===== src/sv/dpc_pkg.sv =====
// ----------------------------------------------------------------------------
// Differential pose controller package
// Shared constants, command types and arithmetic helpers.
// ----------------------------------------------------------------------------
package dpc_pkg;

  localparam int WIN_DEPTH = 32;
  localparam int WIN_AW    = $clog2(WIN_DEPTH);
  localparam int FILL_W    = $clog2(WIN_DEPTH + 1);

  localparam int PI_Q12          = 12868;
  localparam int TWO_PI_Q12      = 25736;
  localparam int PI_HALF_Q16     = 102944;
  localparam int INV_TWO_PI_Q24  = 2670177;
  localparam int GOAL_MOVE_SQ    = 625;
  localparam int SPIN_SET_SQ     = 900;
  localparam int SPIN_CLR_SQ     = 4900;
  localparam int SQRT_STEPS      = 17;
  localparam int CORDIC_STEPS    = 16;
  localparam int SETUP_STEPS     = 5;
  localparam int MATH_LAST_SPIN  = 3;
  localparam int MATH_LAST_MIX   = 14;

  localparam logic [2:0] REG_GAIN_DISTANCE    = 3'd0;
  localparam logic [2:0] REG_GAIN_HEADING     = 3'd1;
  localparam logic [2:0] REG_GAIN_FINAL_ANGLE = 3'd2;
  localparam logic [2:0] REG_IGAIN_DISTANCE   = 3'd3;
  localparam logic [2:0] REG_IGAIN_HEADING    = 3'd4;
  localparam logic [2:0] REG_IGAIN_FINAL      = 3'd5;
  localparam logic [2:0] REG_SPIN_GAIN        = 3'd6;
  localparam logic [2:0] REG_HALF_TRACK       = 3'd7;

  typedef enum logic [4:0] {
    OP_NONE, OP_LOAD, OP_MDX, OP_MDY, OP_MMX, OP_MMY, OP_GOAL, OP_ITER,
    OP_ANG, OP_PUSH, OP_SPIN1, OP_SPIN2,
    OP_M1, OP_M2, OP_M3, OP_M4, OP_M5, OP_M6, OP_M7, OP_M8, OP_M9, OP_M10,
    OP_M11, OP_M12, OP_M13, OP_EMIT
  } op_e;

  typedef struct packed {
    op_e        op;
    logic [4:0] idx;
  } cmd_t;

  typedef struct packed {
    logic spin;
  } sts_t;

  typedef struct packed {
    logic [15:0] gain_distance;
    logic [15:0] gain_heading;
    logic [15:0] gain_final_angle;
    logic [15:0] igain_distance;
    logic [15:0] igain_heading;
    logic [15:0] igain_final_angle;
    logic [15:0] spin_gain;
    logic [15:0] half_track;
  } cfg_t;

  function automatic logic signed [19:0] atan_q16(input logic [3:0] i);
    logic signed [19:0] r;
    case (i)
      4'd0:    r = 20'sd51472;
      4'd1:    r = 20'sd30385;
      4'd2:    r = 20'sd16055;
      4'd3:    r = 20'sd8150;
      4'd4:    r = 20'sd4091;
      4'd5:    r = 20'sd2047;
      4'd6:    r = 20'sd1024;
      4'd7:    r = 20'sd512;
      4'd8:    r = 20'sd256;
      4'd9:    r = 20'sd128;
      4'd10:   r = 20'sd64;
      4'd11:   r = 20'sd32;
      4'd12:   r = 20'sd16;
      4'd13:   r = 20'sd8;
      4'd14:   r = 20'sd4;
      default: r = 20'sd2;
    endcase
    return r;
  endfunction

  function automatic logic signed [15:0] wrap_angle(input logic signed [17:0] d);
    logic signed [17:0] r;
    if (d >= 18'(PI_Q12)) begin
      r = d - 18'(TWO_PI_Q12);
    end else if (d < -18'(PI_Q12)) begin
      r = d + 18'(TWO_PI_Q12);
    end else begin
      r = d;
    end
    return r[15:0];
  endfunction

  function automatic logic signed [15:0] sat16(input logic signed [63:0] v);
    logic signed [15:0] r;
    if (v > 64'sd32767) begin
      r = 16'sh7fff;
    end else if (v < -64'sd32768) begin
      r = 16'sh8000;
    end else begin
      r = v[15:0];
    end
    return r;
  endfunction

  function automatic logic signed [31:0] clamp30(input logic signed [47:0] v);
    logic signed [31:0] r;
    if (v > (48'sd1 <<< 30)) begin
      r = 32'sd1 <<< 30;
    end else if (v < -(48'sd1 <<< 30)) begin
      r = -(32'sd1 <<< 30);
    end else begin
      r = v[31:0];
    end
    return r;
  endfunction

endpackage


===== src/sv/dpc_ctrl.sv =====
// ----------------------------------------------------------------------------
// Pose controller sequencer
// Walks one pose item through setup, iteration and gain steps.
// ----------------------------------------------------------------------------
module dpc_ctrl (
  input  logic          clk_i,
  input  logic          rst_ni,
  input  logic          in_valid_i,
  output logic          in_ready_o,
  output logic          out_valid_o,
  input  logic          out_ready_i,
  input  dpc_pkg::sts_t sts_i,
  output dpc_pkg::cmd_t cmd_o
);

  localparam logic [2:0] ST_IDLE  = 3'd0;
  localparam logic [2:0] ST_SETUP = 3'd1;
  localparam logic [2:0] ST_ITER  = 3'd2;
  localparam logic [2:0] ST_MATH  = 3'd3;
  localparam logic [2:0] ST_EMIT  = 3'd4;

  logic [2:0] state_q, state_d;
  logic [4:0] step_q, step_d;
  logic       ovalid_q, ovalid_d;
  logic       emit_ok;

  assign in_ready_o  = (state_q == ST_IDLE);
  assign out_valid_o = ovalid_q;
  assign emit_ok     = !ovalid_q || out_ready_i;

  always_comb begin
    state_d    = state_q;
    step_d     = step_q;
    ovalid_d   = ovalid_q && !out_ready_i;
    cmd_o.op   = dpc_pkg::OP_NONE;
    cmd_o.idx  = step_q;
    case (state_q)
      ST_IDLE: begin
        if (in_valid_i) begin
          cmd_o.op = dpc_pkg::OP_LOAD;
          state_d  = ST_SETUP;
          step_d   = '0;
        end
      end
      ST_SETUP: begin
        case (step_q)
          5'd0:    cmd_o.op = dpc_pkg::OP_MDX;
          5'd1:    cmd_o.op = dpc_pkg::OP_MDY;
          5'd2:    cmd_o.op = dpc_pkg::OP_MMX;
          5'd3:    cmd_o.op = dpc_pkg::OP_MMY;
          default: cmd_o.op = dpc_pkg::OP_GOAL;
        endcase
        step_d = step_q + 5'd1;
        if (step_q == 5'(dpc_pkg::SETUP_STEPS - 1)) begin
          state_d = ST_ITER;
          step_d  = '0;
        end
      end
      ST_ITER: begin
        cmd_o.op = dpc_pkg::OP_ITER;
        step_d   = step_q + 5'd1;
        if (step_q == 5'(dpc_pkg::SQRT_STEPS - 1)) begin
          state_d = ST_MATH;
          step_d  = '0;
        end
      end
      ST_MATH: begin
        case (step_q)
          5'd0:    cmd_o.op = dpc_pkg::OP_ANG;
          5'd1:    cmd_o.op = dpc_pkg::OP_PUSH;
          5'd2:    cmd_o.op = sts_i.spin ? dpc_pkg::OP_SPIN1 : dpc_pkg::OP_M1;
          5'd3:    cmd_o.op = sts_i.spin ? dpc_pkg::OP_SPIN2 : dpc_pkg::OP_M2;
          5'd4:    cmd_o.op = dpc_pkg::OP_M3;
          5'd5:    cmd_o.op = dpc_pkg::OP_M4;
          5'd6:    cmd_o.op = dpc_pkg::OP_M5;
          5'd7:    cmd_o.op = dpc_pkg::OP_M6;
          5'd8:    cmd_o.op = dpc_pkg::OP_M7;
          5'd9:    cmd_o.op = dpc_pkg::OP_M8;
          5'd10:   cmd_o.op = dpc_pkg::OP_M9;
          5'd11:   cmd_o.op = dpc_pkg::OP_M10;
          5'd12:   cmd_o.op = dpc_pkg::OP_M11;
          5'd13:   cmd_o.op = dpc_pkg::OP_M12;
          default: cmd_o.op = dpc_pkg::OP_M13;
        endcase
        step_d = step_q + 5'd1;
        if ((sts_i.spin && step_q == 5'(dpc_pkg::MATH_LAST_SPIN)) ||
            (!sts_i.spin && step_q == 5'(dpc_pkg::MATH_LAST_MIX))) begin
          state_d = ST_EMIT;
          step_d  = '0;
        end
      end
      ST_EMIT: begin
        if (emit_ok) begin
          cmd_o.op = dpc_pkg::OP_EMIT;
          ovalid_d = 1'b1;
          state_d  = ST_IDLE;
        end
      end
      default: begin
        state_d = ST_IDLE;
      end
    endcase
  end

  always_ff @(posedge clk_i or negedge rst_ni) begin
    if (!rst_ni) begin
      state_q  <= ST_IDLE;
      step_q   <= '0;
      ovalid_q <= 1'b0;
    end else begin
      state_q  <= state_d;
      step_q   <= step_d;
      ovalid_q <= ovalid_d;
    end
  end

endmodule


===== config.mk =====
export PLATFORM = sky130hd
export DESIGN_NAME = dpc_ctrl
export DESIGN_NICKNAME = d
export VERILOG_FILES = /design/src/sv/dpc_pkg.sv /design/src/sv/dpc_ctrl.sv
export SDC_FILE = /design/constraint.sdc
export NUM_CORES = 1
export LEC_CHECK = 0
export BUFFER_PORTS_ARGS = -buffer_cell sky130_fd_sc_hd__buf_4
export CORE_MARGIN = 10
export CORE_UTILIZATION = 57
export DETAILED_ROUTE_END_ITERATION = 7
export GPL_ROUTABILITY_DRIVEN = 1
export PLACE_DENSITY = 0.82
export SLEW_MARGIN = 20
export SYNTH_ARGS = -nofsm -noshare
export SYNTH_HDL_FRONTEND = slang
export SYNTH_SLANG_ARGS = --single-unit

===== constraint.sdc =====
create_clock -name clk_i -period 4.5 [get_ports clk_i]
set_input_delay 0.45 -clock clk_i [delete_from_list [all_inputs] [get_ports clk_i]]
set_output_delay 0.45 -clock clk_i [all_outputs]
set_load 0.02 [all_outputs]

== After elaboration in Yosys (flattened, before gate mapping) ==
Index checks and enable logic that the tools add are counted.

* Register bits after elaboration: 9
* Bits of input ports: 5
* Output and inout port bits: 12
* Logic and storage cells: 61

* Add/subtract/negate cells: 1
* Equal/unequal tests: 24
* Muxes and demuxes: 20
* Reduce and logical (&&, ||, !) cells: 13

{| class="wikitable"
|+ Operators with widths
! kind !! number
|-
| $pmux W5 S14 || 1
|-
| $eq A5 B4 Y1 const B || 7
|-
| $mux W5 || 5
|-
| $pmux W5 S5 || 1
|-
| $mux W3 || 7
|-
| $eq A5 B3 Y1 const B || 4
|-
| $pmux W5 S4 || 1
|-
| $pmux W3 S5 || 1
|-
| $pmux W3 S4 || 1
|-
| $eq A5 B2 Y1 const B || 2
|-
| $ne A2 B2 Y1 const B || 5
|-
| $eq A3 B2 Y1 const B || 2
|-
| $add A5 B1 Y5 const B || 1
|-
| $eq A5 B1 Y1 const B || 1
|-
| $eq A5 B5 Y1 const B || 1
|-
| $logic_not A5 Y1 || 1
|-
| $reduce_and A5 Y1 || 1
|-
| $reduce_bool A4 Y1 || 1
|-
| $eq A3 B1 Y1 const B || 1
|-
| $eq A3 B3 Y1 const B || 1
|-
| $logic_and A1 B1 Y1 || 3
|-
| $logic_not A1 Y1 || 3
|-
| $logic_not A3 Y1 || 1
|-
| $mux W1 || 3
|-
| 2 further kinds || 3
|}

== Longest topological paths before layout ==
Gate-level depths: netlist (run 1).

* Depth in word-level cells: 5
* Mapped depth: 7
* Mapped depth without buffers: 7

== Worst setup path before layout (run 1) ==
No wires, ideal clock.

* Kind: flip-flop to output port
* Start point: register step_q[0]
* End point: output port cmd_o[7] (netlist bit)
* Arrival: 1.751 ns
* Required time: 4.050 ns
* Slack: 2.299 ns
* Stages on the path, launching flop included: 7
* Buffers on the path: 0
* Cell sequence: dfrtp_1 inv_1 ha_1 o21ba_2 nand3_1 a21oi_1 nor3_1

{| class="wikitable"
|+ RTL lines
! element !! line !! source
|-
| from (decl) || dpc_ctrl.sv:23 || <nowiki>logic [4:0] step_q, step_d;</nowiki>
|-
| from (signal assigned) || dpc_ctrl.sv:112 || <nowiki>step_q <= step_d;</nowiki>
|-
| to (decl) || dpc_ctrl.sv:13 || <nowiki>output dpc_pkg::cmd_t cmd_o</nowiki>
|}

==> summary.txt, run 1 <==
Critical path
  • Worst Path Max Fanout: 7
  • Critical Path End: cmd_o[8]
  • Reg2Reg Depth: 7
  • Crit path from: step_q[0]$_DFFE_PN0P_
  • Data arrival, critical path: between 2 and 2.5 ns
  • FF-to-FF Start: step_q[0]$_DFFE_PN0P_
  • R2R Path End: step_q[0]$_DFFE_PN0P_
  • Reg2reg setup slack: between 2 and 3 ns
  • Worst setup SP type: register
  • Worst Path Required: 4.05 ns
  • WS Path Type: reg -> out
  • Kind of end point of the critical path: output pin

Synth
  • Asr flop ratio synth: 100%
  • Synth Area per Inst: between 8 and 9 sq um
  • Post-Syn Nets: between 100 and 150
  • Primary FF master, synth: dfrtp_1
  • Unique masters post-synth: 39
  • Synthesized flop and latch total: 9
  • Sequential element share of the synthesized area: between 20% and 30%
  • Syn Inst Count: between 90 and 100
  • Number of synthesized flops with an enable pin: 0
  • Synthesized area: 858 sq um
  • Yosys warnings: 0

Floorplan
  • Height of the die: just under 60 microns
  • # IOs: 17
  • Die area: approximately 3500 sq um
  • Core area: 1370 sq um
  • Starting density of the core: between 60% and 70%
  • FP Rows: 13
  • Die X-Extent: approximately 59 microns

STA
  • Period utilisation layout: a little over half
  • Number of hold violations in the final report: 0
  • Final WS setup: 2.04 ns
  • Clock skew: approximately 0.00085 ns
  • Worst Max-Slew Pin Slew: about 0.47 ns
  • Slew headroom: 68.7%
  • Fmax: just over 0.4 GHz
  • Slew Limit Fails: 0
  • Minimum clock period: ~2.5 ns
  • Setup TNS: 0 ns
  • Final setup violating endpoints: 0
  • RSZ-0062 raised after global routing: no

Layout
  • Design Area, Final: 998 sq um
  • Fill cell count: between 100 and 150
  • Fraction of layout cells with a size suffix above 1: 34.2%
  • Antenna cells: 0
  • Commonest non-fill, non-tap cell in the layout: buf_4
  • Nets: ~120
  • Layout Area Growth over Synthesis: 16.3%
  • Most frequent cells in the layout: buf_4, nand2_1, dfrtp_1

Clock network
  • CTS Buffer Depth: 2
  • TritonCTS sink count: 9
  • Hold_buf cts: 0
  • CTS buffer count: 3
  • Post-CTS Resized: 0
  • Clock root buffer master: clkbuf_4
  • TritonCTS clock tree: yes
  • Post-CTS setup buffer count: 0
  • Clock slew at reported path FFs: 0.06 ns
  • Clock latency on the worst-skew pair: around 0.25 ns
  • Number of H-tree levels: 1

Drt
  • WL final: between 1500 and 2000 microns
  • Routed Antenna Nets: 0
  • Remaining routing DRC violations: 0
  • Iter 0 DRT Violations: 11
  • Vias post-DR: 770
  • Drt wl/cell: 14.8 microns
  • Initial DRT Pass Iterations: 4
  • Vias per cell: roughly 6.0

Run status
  • Run status: finished, final reports clean

Placed design
  • Port bufs: 16
  • Final GP Congestion: ~0.8
  • Final HPWL DP: between 1000 and 1500 microns
  • Placed cell area: just under 1000 sq um
  • Place WS: between 2 and 2.5 ns

Global routing
  • Vias in the first global route: about 770
  • Initial antenna violation count: 0
  • First-pass GRT wire length: 3390 microns
  • Pin count of the biggest net entering global routing: 16
  • Total grt overflow: 0
  • Tot GR Track Use: about an eighth

Min path
  • Hold_sp: out_ready_i
  • Hold path cells: 3
  • HP Class: in -> reg

Flow run
  • Max cap viols: 0

Power and ir drop
  • Worst VDD drop: 0.560 mV
  • Static leakage: about 0.49 nW
  • Pwr dens: about 840 nW/um^2
  • Pwr Total: 0.843 mW
-- where the power goes --
group / switching, mW / internal, mW
sequential: 0.0908 / 0.113
clock: 0.0254 / 0.0340
combinational: 0.304 / 0.276
total: 0.420 / 0.423
-- metal layers --
metal	part of all wire (%)	global-route usage (%)	vias up
met5	0	0	-
li1	-	-	388
met1	46	14.8	365
met4	1.3	4.92	0
met2	49	18.6	13
met3	3.8	2.79	4
-- how the worst min path moves through the flow --
stage                                  to  slack (ns)
CTS                 step_q[0]$_DFFE_PN0P_      0.0002
finish              out_valid_o$_DFF_PN0_        0.48
floorplan           out_valid_o$_DFF_PN0_        0.15
detailed placement  step_q[0]$_DFFE_PN0P_        0.28
global route        out_valid_o$_DFF_PN0_        0.49
global placement    step_q[0]$_DFFE_PN0P_        0.28
-- kinds of logic (layout without fill, tap and decap cells) --
family                     Yosys count  count (layout)  share of synthesized area, %
adders and majority gates            4               4                          5.83
DFF                                  9               9                          26.2
and+or+nand+nor                     49              49                          36.9
buffers and inverters                7              23                          4.96
muxes                                2               2                          3.06
AOI/OAI and AO/OA                   27              27                          23.0
-- cell usage after synthesis, types with 3 or more instances --
library cell / n / share of area [%]
nor3_1: 7 / 4.1
a21oi_1: 6 / 3.5
nand2_1: 10 / 4.4
nor2_1: 7 / 3.1
dfrtp_1: 9 / 26
ha_1: 4 / 5.8
a22o_1: 4 / 4.1
and2b_2: 4 / 4.1
o21ai_0: 3 / 1.7
nand2b_1: 3 / 2.2
o21ai_1: 4 / 2.3
-- cell type report --
cell class | count | area [sq um] | share of cell area, %
Sequential cell | 9 | 225 | 22.6
Inverter | 2 | 7.51 | 0.752
Timing Repair Buffer | 17 | 130 | 13.0
Tap cell | 15 | 18.8 | 1.88
Multi-Input combinational cell | 82 | 591 | 59.1
Clock buffer | 4 | 26.3 | 2.63
-- per-stage QoR --
step	hold slack, ns	cells	util (%)
3_3_place_gp	0.276	124	70.4
3_5_place_dp	0.277	124	70.4
2_1_floorplan	0.154	98	-
5_1_grt	0.489	129	73.1
4_1_cts	0.000159	128	72.3
6_report	0.481	129	73.1
-- worst max-delay path, stage by stage (launching register included) --
cell	delay [ns]
dfrtp_1	0.42
ha_1	0.30
o21bai_2	0.26
or2_1	0.16
nand2_1	0.06
a221o_1	0.36
o21ai_2	0.06
buf_4	0.15
-- sequential cells by signal, indices dropped and copies added (netlist names) --
name	flops
state_q	3
out_valid_o	1
step_q	5
(Power assumes the default switching activity.)
==> run 2: changes to the inputs <==
- CORE_UTILIZATION: 57 -> 53
- PLACE_DENSITY: 0.82 -> 0.77
- clock period: 4.5 -> 2.3 ns (I/O delays scaled with it)
==> summary.txt, run 2 (synthesis gave the netlist of run 1 again) <==
Global routing
  • Vias in the first global route: 730 (-4.7%)
  • Met1 global-route usage: 14.7% (-0.093 points)
  • Met2 GRT Util: 17.8% (-0.82 points)
  • Initial antenna violation count: 0 (unchanged)
  • Total grt overflow: 0 (unchanged)
  • First-pass GRT wire length: 3310 microns (-2.6%)
  • Tot GR Track Use: 11.5% (-0.28 points)
  • Pin count of the biggest net entering global routing: 16 (unchanged)
  • Met3 Use GR: 2.12% (-0.67 points)
  • Grt peak-use layer: met2

Critical path
  • CP peak stage delay: 0.43 ns (about the same)
  • Crit path from: step_q[1]$_DFFE_PN0P_
  • R2R Path End: step_q[0]$_DFFE_PN0P_
  • Slowest stage cell, crit path: dfrtp_1
  • CP Depth: 7 (unchanged)
  • Kind of end point of the critical path: output pin
  • Worst Path Required: 2.07 ns (-1.98 ns)
  • Worst path bufs/invs: 1 (unchanged)
  • CP delay by family, top: compound AO/OA/AOI/OAI gates
  • Critical Path End: cmd_o[8]
  • Worst Path Max Fanout: 7 (unchanged)
  • WS Path Type: reg -> out
  • FF-to-FF Start: step_q[1]$_DFFE_PN0P_
  • Reg2reg setup slack: 0.39 ns (-2.18 ns)
  • Worst setup SP type: register
  • Critical Path, Cell by Cell: ha_1, o21bai_4, or2_1, nand2_1, a221o_1, o21ai_2, buf_4
  • Reg2Reg Depth: 6 (-1)
  • Data arrival, critical path: 1.97 ns (-0.04 ns)

STA
  • Number of hold violations in the final report: 0 (unchanged)
  • Minimum clock period: roughly 2.2 ns
  • Period utilisation layout: around 96%
  • Worst Max-Slew Pin Slew: 0.468 ns (-0.00187 ns)
  • Final setup violating endpoints: 0 (unchanged)
  • Fmax: approximately 0.46 GHz
  • Clock skew: 0.00508 ns (+0.00422 ns)
  • RSZ-0062 raised after global routing: no
  • Setup TNS: 0 ns (unchanged)
  • Slew headroom: 68.8% (+0.12 points)
  • Hold slack: 0.271 ns (-0.210 ns)
  • Slew Limit Fails: 0 (unchanged)

Power and ir drop
  • Worst VDD drop: 0.918 mV (+64%)
  • Static leakage: 0.489 nW (+0.77%)
  • Pwr dens: 1670 nW/um^2 (+97%)
  • Clock share of power: 6.7% (-0.3 points)
  • Gate power share: 70.9% (+2.1 points)
  • Net Sw Frac: 49.6% (-0.22 points)
  • Internal Power: 0.854 mW (+100%)
  • Sw power: 0.840 mW (+100%)
  • Reg power frac: 22.4% (-1.7 points)

Min path
  • Hold_sp: out_ready_i
  • HP Class: in -> reg

Layout
  • Layout Area Growth over Synthesis: 18.5%
  • Reg with most FFs: step_q
  • Most frequent cells in the layout: buf_4, nand2_1, dfrtp_1
  • Antenna cells: 0 (unchanged)
  • Util after Layout: 66.7% (-6.3 points)
  • Nets: 125 (+0.81%)
  • Commonest non-fill, non-tap cell in the layout: buf_4
  • Fraction of layout cells with a size suffix above 1: 35.7% (+1.4 points)
  • Max reg flops: 5 (unchanged)

Placed design
  • Final GP Congestion: 0.815 (+3.5%)
  • Port bufs: 16 (unchanged)
  • Final HPWL DP: 1550 microns (+6.3%)

Clock network
  • CTS Buffer Depth: 2 (unchanged)
  • Clock root buffer master: clkbuf_4
  • Clock slew at reported path FFs: 0.06 ns (about the same)
  • CTS buffer count: 3 (unchanged)
  • Number of H-tree levels: 1 (unchanged)
  • Clock latency on the worst-skew pair: 0.25 ns (about the same)
  • TritonCTS clock tree: yes
  • TritonCTS sink count: 9 (unchanged)

Floorplan
  • FP Rows: 14 (+1)
  • Height of the die: 60.2 microns (+2.4%)
  • # IOs: 17 (unchanged)
  • Die X-Extent: 60.2 microns (+2.4%)
  • Core area: 1520 sq um (+12%)
  • Starting density of the core: 56.3% (-6.5 points)
  • Die area: 3630 sq um (+4.9%)

Flow run
  • Max cap viols: 0 (unchanged)

Drt
  • WL final: 1980 microns (+3.3%)
  • Routed Antenna Nets: 0 (unchanged)
  • Remaining routing DRC violations: 0 (unchanged)
  • Vias per cell: 5.87 (-1.7%)
  • Vias post-DR: 769 (-0.13%)
  • Iter 0 DRT Violations: 10 (-1)
  • Drt wl/cell: 15.1 microns (+1.8%)
  • Initial DRT Pass Iterations: 4 (unchanged)

Run status
  • Run status: finished, final reports clean
## run 2: cell count changes in the layout (fill, tap and decap cells not counted)
cell and change:
o21bai_2 -1, buf_4 +1, o21bai_4 +1, ha_2 +1, ha_1 -1
## run 2: how the worst min path moves through the flow
stage | endpoint | slack (ns) | cells after the start
after floorplan | out_valid_o$_DFF_PN0_ | -0.07 | 0
after global placement | step_q[1]$_DFFE_PN0P_ | 0.06 | 1
after detailed placement | step_q[3]$_DFFE_PN0P_ | 0.06 | 1
after CTS | out_valid_o$_DFF_PN0_ | 0.26 | 3
after global routing | out_valid_o$_DFF_PN0_ | 0.26 | 3
final | out_valid_o$_DFF_PN0_ | 0.27 | 3
## run 2: layer usage
layer | part of all wire (%) | routed length, microns
met2 | 48 | 952
met4 | 0.56 | 11
met3 | 3.7 | 74
met5 | 0 | 0
met1 | 47 | 937
## run 2: area by class of cell
| class | instances | area [sq um] |
|---|---|---|
| Sequential cell | 9 | 225 |
| Inverter | 2 | 7.51 |
| Tap cell | 16 | 20.0 |
| Multi-Input combinational cell | 82 | 601 |
| Fill cell | 132 | 507 |
| Clock buffer | 4 | 26.3 |
| Timing Repair Buffer | 18 | 138 |
## run 2: power groups by stage
| stage | sequential [mW] | combinational (mW) | clock, mW |
|---|---|---|---|
| floorplan | 0.348 | 0.877 | 0 |
| global placement | 0.370 | 1.16 | 0 |
| detailed placement | 0.376 | 1.18 | 0 |
| CTS | 0.374 | 1.19 | 0.119 |
| global route | 0.397 | 1.32 | 0.130 |
| finish | 0.380 | 1.20 | 0.114 |
## run 2: repair_timing
| action | 4_1_cts | 5_1_grt |
|---|---|---|
| gates resized for setup | 0 | 2 |
| hold endpoints to repair | 9 | 0 |
| endpoints found under the setup margin | 0 | 2 |
| setup buffers | 0 | 0 |
| hold buffers | 1 | 0 |
## run 2: stage by stage
step / setup WS (ns) / instance area [sq um] / instances / total power [mW]
floorplan: 0.319 / 858 / 98 / 1.22
global placement: 0.377 / 971 / 126 / 1.53
detailed placement: 0.332 / 971 / 126 / 1.56
CTS: 0.0523 / 1010 / 131 / 1.68
global route: 0.000624 / 1020 / 131 / 1.84
finish: 0.103 / 1020 / 131 / 1.69
## run 2: tightest hold or removal path: stages
cell and delay [ns]:
buf_4 0.08, nand2b_1 0.10, nand2_1 0.06
==> run 3: changes to the inputs <==
- RECOVER_POWER: default -> 25
==> summary.txt, run 3 (synthesis gave the netlist of run 1 again) <==
Placed design
  • Final GP Congestion: 0.815 (unchanged)
  • Placed insts: 126 (unchanged)
  • Final HPWL DP: 1550 microns (unchanged)
  • Port bufs: 16 (unchanged)

STA
  • RSZ-0062 raised after global routing: no
  • Minimum clock period: 2.20 ns (unchanged)
  • Hold slack: 0.271 ns (unchanged)
  • Slew Limit Fails: 0 (unchanged)
  • Clock skew: 0.00508 ns (unchanged)
  • Final setup violating endpoints: 0 (unchanged)
  • Period utilisation layout: 95.5% (unchanged)
  • Setup TNS: 0 ns (unchanged)
  • Fmax: 0.455 GHz (unchanged)
  • Slew headroom: 68.8% (unchanged)
  • Worst Max-Slew Pin Slew: 0.468 ns (unchanged)
  • Number of hold violations in the final report: 0 (unchanged)

Min path
  • HP Class: in -> reg

Floorplan
  • Die area: 3630 sq um (unchanged)
  • Starting density of the core: 56.3% (unchanged)
  • Core area: 1520 sq um (unchanged)
  • FP Rows: 14 (unchanged)
  • # IOs: 17 (unchanged)
  • Height of the die: 60.2 microns (unchanged)
  • Die X-Extent: 60.2 microns (unchanged)

Power and ir drop
  • Pwr dens: 1670 nW/um^2 (+0.32%)
  • Worst VDD drop: 0.918 mV (about the same)
  • Net Sw Frac: 49.6% (about the same)
  • Reg power frac: 22.4% (about the same)
  • Pwr Total: 1.69 mW (about the same)
  • Clock share of power: 6.7% (about the same)
  • Sw power: 0.840 mW (about the same)
  • Gate power share: 70.8% (about the same)
  • Internal Power: 0.854 mW (about the same)
  • Static leakage: 0.486 nW (-0.74%)

Global routing
  • Grt peak-use layer: met2
  • Initial antenna violation count: 0 (unchanged)
  • First-pass GRT wire length: 3310 microns (unchanged)
  • Met3 Use GR: 2.12% (unchanged)
  • Tot GR Track Use: 11.5% (unchanged)
  • Pin count of the biggest net entering global routing: 16 (unchanged)
  • Total grt overflow: 0 (unchanged)
  • Vias in the first global route: 730 (unchanged)
  • Met1 global-route usage: 14.7% (unchanged)
  • Met2 GRT Util: 17.8% (unchanged)

Drt
  • Initial DRT Pass Iterations: 4 (unchanged)
  • Drt wl/cell: 15.1 microns (unchanged)
  • WL final: 1980 microns (unchanged)
  • Routed Antenna Nets: 0 (unchanged)
  • Iter 0 DRT Violations: 10 (unchanged)
  • Vias per cell: 5.87 (unchanged)
  • Vias post-DR: 769 (unchanged)
  • Remaining routing DRC violations: 0 (unchanged)

Layout
  • Commonest non-fill, non-tap cell in the layout: buf_4
  • Nets: 125 (unchanged)
  • Most frequent cells in the layout: buf_4, nand2_1, dfrtp_1
  • FF+latch area: 225 sq um (unchanged)
  • Final Non-Filler Cells: 131 (unchanged)
  • Area occupied by multi-input gates: 601 sq um (unchanged)
  • Fraction of layout cells with a size suffix above 1: 34.8% (-0.87 points)
  • Max reg flops: 5 (unchanged)
  • Reg with most FFs: step_q
  • Antenna cells: 0 (unchanged)
  • Fill cell count: 134 (+1.5%)
  • Layout Area Growth over Synthesis: 18.1%
  • Util after Layout: 66.5% (-0.25 points)

Clock network
  • TritonCTS clock tree: yes
  • Post-CTS setup buffer count: 0 (unchanged)
  • Clock root buffer master: clkbuf_4
  • CTS buffer count: 3 (unchanged)
  • Clock slew at reported path FFs: 0.06 ns (about the same)
  • Number of H-tree levels: 1 (unchanged)
  • TritonCTS sink count: 9 (unchanged)
  • CTS Buffer Depth: 2 (unchanged)
  • Clock latency on the worst-skew pair: 0.25 ns (about the same)

Critical path
  • Kind of end point of the critical path: output pin
  • Data arrival, critical path: 1.97 ns (about the same)
  • Worst Path Max Fanout: 7 (unchanged)
  • Worst Path Required: 2.07 ns (about the same)
  • WS Path Type: reg -> out
  • Worst setup SP type: register

Flow run
  • Max cap viols: 0 (unchanged)

Run status
  • Run status: finished, final reports clean
[run 3: critical path, stage by stage, from the launching register on]
cell and delay [ns]:
dfrtp_1 0.43, ha_1 0.31, o21bai_4 0.22, or2_1 0.14, nand2_1 0.06, a221o_1 0.35
o21ai_2 0.05, buf_4 0.15
[run 3: final cells by class]
| class | count | share of cell area (%) |
|---|---|---|
| inverters | 2 | 0.741 |
| flip-flops and latches | 9 | 22.2 |
| repair buffers | 18 | 13.2 |
| well taps | 16 | 1.98 |
| clock buffers | 4 | 2.59 |
| multi-input cells | 82 | 59.3 |
[run 3: per-stage QoR]
step           cell area (sq um)  setup WS [ns]
3_5_place_dp                 971          0.332
2_1_floorplan                858          0.319
5_1_grt                     1010       0.000624
3_3_place_gp                 971          0.377
6_report                    1010          0.103
4_1_cts                     1010         0.0523
[run 3: final timing paths]
kind,cells after the start,to,startpoint,slack (ns)
setup / recovery,7,cmd_o[8],step_q[1]$_DFFE_PN0P_,0.10
hold / removal,3,out_valid_o$_DFF_PN0_,out_ready_i,0.27
setup reg to reg,6,step_q[0]$_DFFE_PN0P_,step_q[1]$_DFFE_PN0P_,0.39
hold reg to reg,2,out_valid_o$_DFF_PN0_,out_valid_o$_DFF_PN0_,0.54
max in group asynchronous,2,state_q[1]$_DFFE_PN0P_,rst_ni,1.54
min in group asynchronous,2,step_q[3]$_DFFE_PN0P_,rst_ni,0.44
[run 3: power by group through the flow]
stage | clock network (mW) | logic, mW | registers, mW
final | 0.114 | 1.20 | 0.380
after global routing | 0.130 | 1.32 | 0.397
after CTS | 0.119 | 1.19 | 0.374
after detailed placement | 0 | 1.18 | 0.376
after global placement | 0 | 1.16 | 0.370
after floorplan | 0 | 0.877 | 0.348
[run 3: repair_timing]
action                                  4_1_cts  5_1_grt
hold buffers                                  1        0
endpoints found under the hold margin         9        0
gates resized for setup                       0        2
endpoints found under the setup margin        0        2
[run 3: metal layers]
| metal | vias to the layer above | part of all wire, % | wire length, microns |
|---|---|---|---|
| met3 | 2 | 3.7 | 74 |
| met4 | 0 | 0.56 | 11 |
| li1 | 394 | - | - |
| met2 | 12 | 48 | 951 |
| met1 | 361 | 47 | 937 |
| met5 | - | 0 | 0 |
